<file path="src/rtl/bpfa_pkg.sv">
// shared constants, command codes and status types of the page frame allocator
package bpfa_pkg;

  localparam int NUM_PAGES = 4096;
  localparam int PAGE_W    = $clog2(NUM_PAGES);
  localparam int CNT_W     = 13;
  localparam int ADDR_W    = 14;

  localparam logic [CNT_W-1:0] CNT_MAX    = 13'd8191;
  localparam logic [CNT_W-1:0] PAGE_TOTAL = 13'(NUM_PAGES);

  // operation codes
  localparam logic [2:0] OP_ALLOC_ONE = 3'd0;
  localparam logic [2:0] OP_ALLOC_RUN = 3'd1;
  localparam logic [2:0] OP_FREE      = 3'd2;
  localparam logic [2:0] OP_LOCK      = 3'd3;
  localparam logic [2:0] OP_RESERVE   = 3'd4;
  localparam logic [2:0] OP_UNRESERVE = 3'd5;

  // datapath commands issued by the controller
  typedef enum logic [3:0] {
    CMD_NOP,
    CMD_INIT_WR,
    CMD_LOAD,
    CMD_READ,
    CMD_SKIP,
    CMD_ADV,
    CMD_TOUCH,
    CMD_GRANT1,
    CMD_GRANT_RUN,
    CMD_FAIL,
    CMD_FAIL_HINT,
    CMD_PUBLISH
  } cmd_code_t;

  // datapath flags seen by the controller
  typedef struct packed {
    logic       init_last;
    logic       start_past_lim;
    logic       no_fit;
    logic       win_full;
    logic       walk_done;
    logic       j_zero;
    logic       cnt_zero;
    logic       taken;
    logic [2:0] op;
  } status_t;

  function automatic logic [CNT_W-1:0] cnt_inc(input logic [CNT_W-1:0] v);
    return (v == CNT_MAX) ? CNT_MAX : v + 1'b1;
  endfunction

  function automatic logic [CNT_W-1:0] cnt_dec(input logic [CNT_W-1:0] v);
    return (v == '0) ? '0 : v - 1'b1;
  endfunction

endpackage

</file>
<file path="src/rtl/bpfa_ctrl.sv">
// allocator controller: sequences clear pass, searches and run walks
module bpfa_ctrl import bpfa_pkg::*; (
  input  logic      clk,
  input  logic      rst,
  input  logic      in_valid,
  output logic      in_ready,
  output logic      out_valid,
  input  logic      out_ready,
  input  status_t   st,
  output cmd_code_t cmd
);

  typedef enum logic [2:0] {
    ST_INIT, ST_IDLE, ST_DECIDE, ST_READ, ST_EVAL, ST_FINISH
  } state_t;

  state_t state, state_next;
  logic   lock_phase, lock_phase_next;
  logic   out_valid_next;

  assign in_ready = (state == ST_IDLE);

  // next state and command
  always_comb begin
    cmd             = CMD_NOP;
    state_next      = state;
    lock_phase_next = lock_phase;
    unique case (state)
      ST_INIT: begin
        cmd = CMD_INIT_WR;
        if (st.init_last) state_next = ST_IDLE;
      end
      ST_IDLE: begin
        if (in_valid) begin
          cmd             = CMD_LOAD;
          lock_phase_next = 1'b0;
          state_next      = ST_DECIDE;
        end
      end
      ST_DECIDE: begin
        priority if (st.op == OP_ALLOC_ONE) begin
          if (st.start_past_lim) begin
            cmd        = CMD_FAIL_HINT;
            state_next = ST_FINISH;
          end else begin
            state_next = ST_READ;
          end
        end else if (st.op == OP_ALLOC_RUN && !lock_phase) begin
          priority if (st.cnt_zero) begin
            cmd        = CMD_FAIL;
            state_next = ST_FINISH;
          end else if (st.j_zero && st.no_fit) begin
            cmd        = CMD_FAIL_HINT;
            state_next = ST_FINISH;
          end else if (st.win_full) begin
            cmd             = CMD_GRANT_RUN;
            lock_phase_next = 1'b1;
          end else begin
            state_next = ST_READ;
          end
        end else if (st.op <= OP_UNRESERVE) begin
          state_next = st.walk_done ? ST_FINISH : ST_READ;
        end else begin
          state_next = ST_FINISH;
        end
      end
      ST_READ: begin
        cmd        = CMD_READ;
        state_next = ST_EVAL;
      end
      ST_EVAL: begin
        priority if (st.op == OP_ALLOC_ONE) begin
          if (st.taken) begin
            cmd        = CMD_SKIP;
            state_next = ST_DECIDE;
          end else begin
            cmd        = CMD_GRANT1;
            state_next = ST_FINISH;
          end
        end else if (st.op == OP_ALLOC_RUN && !lock_phase) begin
          cmd        = st.taken ? CMD_SKIP : CMD_ADV;
          state_next = ST_DECIDE;
        end else begin
          cmd        = CMD_TOUCH;
          state_next = ST_DECIDE;
        end
      end
      ST_FINISH: begin
        if (!out_valid || out_ready) begin
          cmd        = CMD_PUBLISH;
          state_next = ST_IDLE;
        end
      end
      default: state_next = ST_IDLE;
    endcase
  end

  // result slot occupancy
  always_comb begin
    if (cmd == CMD_PUBLISH) out_valid_next = 1'b1;
    else if (out_ready)     out_valid_next = 1'b0;
    else                    out_valid_next = out_valid;
  end

  // state and registered outputs
  always_ff @(posedge clk) begin
    if (rst) begin
      state      <= ST_INIT;
      lock_phase <= 1'b0;
      out_valid  <= 1'b0;
    end else begin
      state      <= state_next;
      lock_phase <= lock_phase_next;
      out_valid  <= out_valid_next;
    end
  end

`ifndef SYNTHESIS
  // publishing always fills the result slot
  a_publish_valid: assert property (@(posedge clk) disable iff (rst)
    (cmd == CMD_PUBLISH) |=> out_valid)
    else $error("publish did not raise out_valid");

  // never publish over a result that is still waiting
  a_no_overwrite: assert property (@(posedge clk) disable iff (rst)
    (cmd == CMD_PUBLISH) |-> (!out_valid || out_ready))
    else $error("result overwritten");

  // lock phase only belongs to run allocation
  a_lock_phase_op: assert property (@(posedge clk) disable iff (rst)
    (lock_phase && state != ST_IDLE) |-> (st.op == OP_ALLOC_RUN))
    else $error("lock phase outside run allocation");
`endif

endmodule

</file>
<file path="config.mk">
export PLATFORM = sky130hd
export DESIGN_NAME = bpfa_ctrl
export DESIGN_NICKNAME = d
export VERILOG_FILES = /design/src/rtl/bpfa_pkg.sv /design/src/rtl/bpfa_ctrl.sv
export SDC_FILE = /design/constraint.sdc
export NUM_CORES = 1
export LEC_CHECK = 0
export ABC_AREA = 1
export BUFFER_PORTS_ARGS = -buffer_cell sky130_fd_sc_hd__buf_2
export CAP_MARGIN = 20
export CORE_UTILIZATION = 40
export CTS_CLUSTER_DIAMETER = 40
export CTS_CLUSTER_SIZE = 40
export DETAILED_ROUTE_END_ITERATION = 16
export PLACE_DENSITY_LB_ADDON = 0.15
export SYNTH_ARGS = -nofsm -noshare
export SYNTH_HDL_FRONTEND = slang
export SYNTH_SLANG_ARGS = --single-unit
</file>
<file path="constraint.sdc">
create_clock -name clk -period 1.6 [get_ports clk]
set_input_delay 0.08 -clock clk [delete_from_list [all_inputs] [get_ports clk]]
set_output_delay 0.08 -clock clk [all_outputs]
set_load 0.01 [all_outputs]
</file>
==> impl_metrics.tcl, run 1 <==
set metrics [dict create \
    status "completed" \
    gp_congestion 0.8349 \
    die_w_um 38.33 \
    finalInstanceArea_um2 738.2 \
    fillers 115 \
    top_usage_layer "met2" \
    synth.net_count 104 \
    ys_top_cells_by_area "dfxtp_1 19%, nand2_1 14%, inv_1 12%, nor2_1 9.2%, nand3_1 6.6%" \
    final_util 0.6303 \
    drv_cap 0 \
    worstHoldEndpoint "out_valid" \
    fin_nets 133 \
    cts_hold_buffers 0 \
    dpl_cell_area_um2 645.6 \
    hold_class "primary input to flop" \
    drive_gt1_frac 0.3846 \
    finClkSkew_ns 0.004854 \
    total_power_uw 864.1 \
    final_cells 131 \
    ys_ff_latch 5 \
    use_met1 0.2430 \
    dpl_worst_slack_ns 0.1818 \
    finalHoldViolCount 0 \
    drv_slew 0 \
    wl_per_cell_um 10.95 \
    met3_usage 0.08721 \
    routed_wl_um 1434 \
    worst_r2r_path_depth 9 \
    drt-pass1-iter-count 4 \
    worst_pin_slew_ns 0.2961 \
    core.rowCount 12 \
    post-route-drc-count 0 \
    timing.hold.ws_ns 0.03170 \
    coreArea_mm2 0.001171 \
    cts.sinks 5 \
    leakagePower_nw 0.3878 \
    rr_endpoint "state[0]" \
    grt_pass1_vias 538 \
    placed_cells 123 \
    dp_hpwl_um 1017 \
    grt_antenna_before_repair 0 \
    worstSkewPairLatency_ns 0.26 \
    cts_buffer_depth 2 \
    ios 21 \
    powerDensity_mw_per_mm2 1171 \
    synth_area_leader_cell "dfxtp_1" \
    grt_max_degree 8 \
    cts_made_buffers 3 \
    grt_usage 0.2126 \
    synth.avg_cell_area_um2 5.933 \
    finalSetupViolCount 0 \
    worstPathRequired_ns 1.52 \
    setup_ws_ns 0.03860 \
    r2r-start "state[2]" \
    start_kind "flop" \
    numPortBuffers 20 \
    grt_pass1_wl_um 2111 \
    clkTransAtPathRegs_ns 0.05 \
    critical-path-max-stage-delay_ns 0.34 \
    finalCritPeriodShare 0.9759 \
    ir_drop_uv 615.2 \
    start_util 0.4509 \
    vias 632 \
    final.setup.tns_ns 0 \
    area_growth_pct 39.81 \
    min-delay-start "rst" \
    vias_per_cell 4.824 \
    path_cells "inv_2, buf_12, nor3_4, a31oi_1, nand3_1, buf_2" \
    yosys_warnings 0 \
    r2r_setup_slack_ns 0.27 \
    grt-ovfl-total 0 \
    cts-root-buf "clkbuf_4" \
    post-route-min-period_ns 1.561 \
    netlist_area_um2 528.0 \
    drt_iter0_drc 17 \
    synth_cell_type_count 22 \
    die_area_mm2 0.001469 \
    die_y_um 38.33 \
    cp-end-kind "output pin" \
    cts_max_level 1 \
    use_met2 0.3644 \
    syn-instance-count 89 \
    synth_top_area_frac 0.1896 \
    route.antenna.remaining_nets 0 \
    worstPathMaxFanout 7 \
    critPathKind "flop to output pin" \
    cpMaxStageDelayCell "dfxtp_4" \
    seq_area_frac_synth 0.1896 \
    critPathArrivalTime_ns 1.48 \
    relSlewSlack 0.8019 \
    max_freq_mhz 640.5 \
    n_antenna_cell 0 \
    cts_tree "yes" \
    whs_path_depth 2 \
]
## metal layers
metal | wire length, um | vias up
met5 | 0 | -
met4 | 11 | 0
met3 | 92 | 3
met2 | 685 | 24
met1 | 645 | 263
li1 | - | 342
## layout make-up
type / count / area [um^2] / area share
Multi-Input combinational cell: 65 / 371.6 / 0.5034
Tap cell: 14 / 17.52 / 0.02373
Clock buffer: 4 / 26.28 / 0.03559
Sequential cell: 5 / 108.9 / 0.1475
Timing Repair Buffer: 24 / 142.6 / 0.1932
Inverter: 19 / 71.32 / 0.09661
## synthesized netlist by cell type
master     instances
nor2_1            13
a31oi_1            3
nand2_2            1
nand4_1            1
o21ai_0            3
o2111ai_1          1
nor3_4             2
inv_2              2
nor2_2             1
nand2_1           20
inv_1             17
or2_2              1
a21oi_1            4
nor3_2             1
o21ai_1            1
nor2_4             1
a211oi_1           1
nand2_4            1
nand3_1            7
nand3_2            2
a211oi_2           1
dfxtp_1            5
## worst max path at each step
stage	end	start	slack (ns)	cells after the start
after floorplan	cmd[1]	state[0]	0.34	6
after global placement	cmd[1]	state[0]	0.15	7
after detailed placement	cmd[1]	state[0]	0.18	7
after CTS	cmd[1]	state[1]	0.01	6
after global routing	cmd[1]	state[2]	-0.02	6
final	cmd[1]	state[2]	0.04	6
## registers in the layout, summed over array words and instances (netlist names)
signal,cells
state,3
out_valid,1
lock_phase,1
## placed cells by master (no fill, tap or decap), drive strengths merged
cell     Yosys  layout
nand2       22      22
nor3         3       3
nand3        9       9
nor2        15      15
nand4        1       1
buf          0      24
clkbuf       0       4
o21ai        4       4
inv         19      19
a211oi       2       2
a31oi        3       3
o2111ai      1       1
a21oi        4       4
or2          1       1
dfxtp        5       5
## repair_timing
action                     CTS  global route
gates resized for setup      1             8
cloned                       0             0
pin swaps                    0             6
setup endpoints to repair    1             3
setup buffers                0             4
## logic make-up after synthesis
logic type,after synthesis,share of synthesized area
buf+inv,19,0.1351
compound gates,14,0.1659
flops,5,0.1896
simple gates,51,0.5095
## where the power goes
part,internal (mW),total [mW],switching (mW)
Clock,0.0953,0.163,0.0674
Combinational,0.205,0.483,0.278
Sequential,0.160,0.219,0.0591
Total,0.459,0.864,0.405
## worst max-delay path, delay by kind of cell, from the launching register on
| family | cells | cell delay [ns] |
|---|---|---|
| flops | 1 | 0.34 |
| compound gates | 1 | 0.18 |
| buf+inv | 3 | 0.31 |
| simple gates | 2 | 0.39 |
No activity file was read; power rests on OpenSTA's default activity.
==> run 2, diff against run 1 <==
Settings changed: CORE_MARGIN set to 10.
==> run 2 against run 1 <==
Compared with the run above:
- global-route usage shrank 13 points
- fmax grew 4.1%
- clock skew decreased by 0.0011 ns
- highest routed layer is now met3
- largest power group unchanged
==> impl_metrics.tcl, run 2 (synthesis results as in run 1) <==
set metrics [dict create \
    area_growth_pct 32.94 \
    coreArea_mm2 0.001269 \
    cp-startpoint "state[2]" \
    grt_pass1_vias 566 \
    critPathKind "flop to output pin" \
    clkTransAtPathRegs_ns 0.05 \
    cts_hold_buffers 0 \
    cts-root-buf "clkbuf_4" \
    n_antenna_cell 0 \
    finalCritPeriodShare 0.9372 \
    critPathArrivalTime_ns 1.42 \
    largest_reg_flops 3 \
    finalHoldViolCount 0 \
    worstPathMaxFanout 5 \
    powerDensity_mw_per_mm2 1147 \
    ir_drop_uv 566.6 \
    drive_gt1_frac 0.3739 \
    relSlewSlack 0.8355 \
    die_w_um 56.33 \
    grt_antenna_before_repair 0 \
    dpl_worst_slack_ns 0.1521 \
    finClkSkew_ns 0.003760 \
    fin_nets 131 \
    gp_congestion 0.8527 \
    route.antenna.remaining_nets 0 \
    cp-end-kind "output pin" \
    worstSkewPairLatency_ns 0.24 \
    cts_made_buffers 3 \
    post-route-drc-count 0 \
    worst_pin_slew_ns 0.2460 \
    max_freq_mhz 666.9 \
    cts.sinks 5 \
    cts_max_level 1 \
    registers.top_by_ff_count "state" \
    vias 637 \
    final_cells 130 \
    core.rowCount 13 \
    cts_buffer_depth 2 \
    leakagePower_nw 0.3728 \
    grt_pass1_wl_um 2311 \
    total_power_uw 805.3 \
    timing.hold.ws_ns 0.06121 \
    finalSetupViolCount 0 \
    vias_per_cell 4.900 \
    start_util 0.4162 \
    post-route-min-period_ns 1.499 \
    grt-ovfl-total 0 \
    drt_iter0_drc 6 \
    multi_input_area_um2 361.6 \
    worstPathRequired_ns 1.52 \
    start_kind "flop" \
    r2r-start "state[2]" \
    die_area_mm2 0.003173 \
    dp_hpwl_um 1189 \
    seqCellArea_um2 106.4 \
    fillers 132 \
    die_y_um 56.33 \
    min-delay-start "rst" \
    final_util 0.5533 \
    grt_max_degree 8 \
    status "completed" \
    drv_slew 0 \
    grt_usage 0.08435 \
    setup_ws_ns 0.1005 \
    cts_tree "yes" \
    drv_cap 0 \
    final_cell_mix "20 x nand2_1, 20 x buf_2, 17 x inv_1, 11 x nor2_1, 7 x nand3_1" \
    placed_cells 124 \
    routed_wl_um 1435 \
    drt-pass1-iter-count 4 \
    reg.largest.list "state: 3 flops, lock_phase: 1 flops, out_valid: 1 flops" \
    hold_class "primary input to flop" \
    wl_per_cell_um 11.04 \
    ios 21 \
    numPortBuffers 20 \
]
==> run 2: cell count changes in the layout (fill, tap and decap cells not counted), sizes merged <==
| cell | before | now |
|---|---|---|
| buf | 24 | 22 |
==> run 2: power breakdown <==
| group | internal, mW | total, mW | switching [mW] |
|---|---|---|---|
| clock | 0.0944 | 0.148 | 0.0533 |
| sequential | 0.160 | 0.218 | 0.0586 |
| combinational | 0.186 | 0.440 | 0.254 |
==> run 2: worst paths after layout <==
check / slack [ns] / cells past startpoint / to
max: 0.10 / 8 / cmd[1]
min: 0.06 / 2 / out_valid
max reg2reg: 0.26 / 9 / state[0]
min reg2reg: 0.49 / 2 / lock_phase
==> run 2: cell type report <==
cell class                 instances  share of cell area
multi-input combinational         65              0.5152
timing repair buffer              22              0.1640
sequential                         5              0.1515
inverter                          19              0.1052
clock buffer                       4             0.03743
tap                               15             0.02674
==> run 2: repair_timing <==
action                     in CTS  in global routing
pin swaps                       0                  2
setup endpoints to repair       1                  3
setup buffers                   0                  2
resized for setup               2                  5
==> run 2: routing by layer <==
layer  routed length (um)  track usage
met5                    0            0
met3                   82      0.02697
met2                  753       0.1506
met4                    0      0.02062
met1                  599      0.09320
==> run 2: per-stage QoR <==
| step | area, um^2 | TNS (ns) |
|---|---|---|
| 2_1_floorplan | 528.0 | 0 |
| 3_3_place_gp | 646.9 | 0 |
| 3_5_place_dp | 646.9 | 0 |
| 4_1_cts | 675.6 | 0 |
| 5_1_grt | 701.9 | -0.0005672 |
| 6_report | 701.9 | 0 |
==> run 2: worst max-delay path: stages, from the launching register on <==
cell     delay, ns
dfxtp_2       0.35
inv_4         0.09
nand2_4       0.06
nor2_4        0.15
o21ai_0       0.12
nor2_1        0.14
nand2_1       0.07
nand3_1       0.07
buf_2         0.13
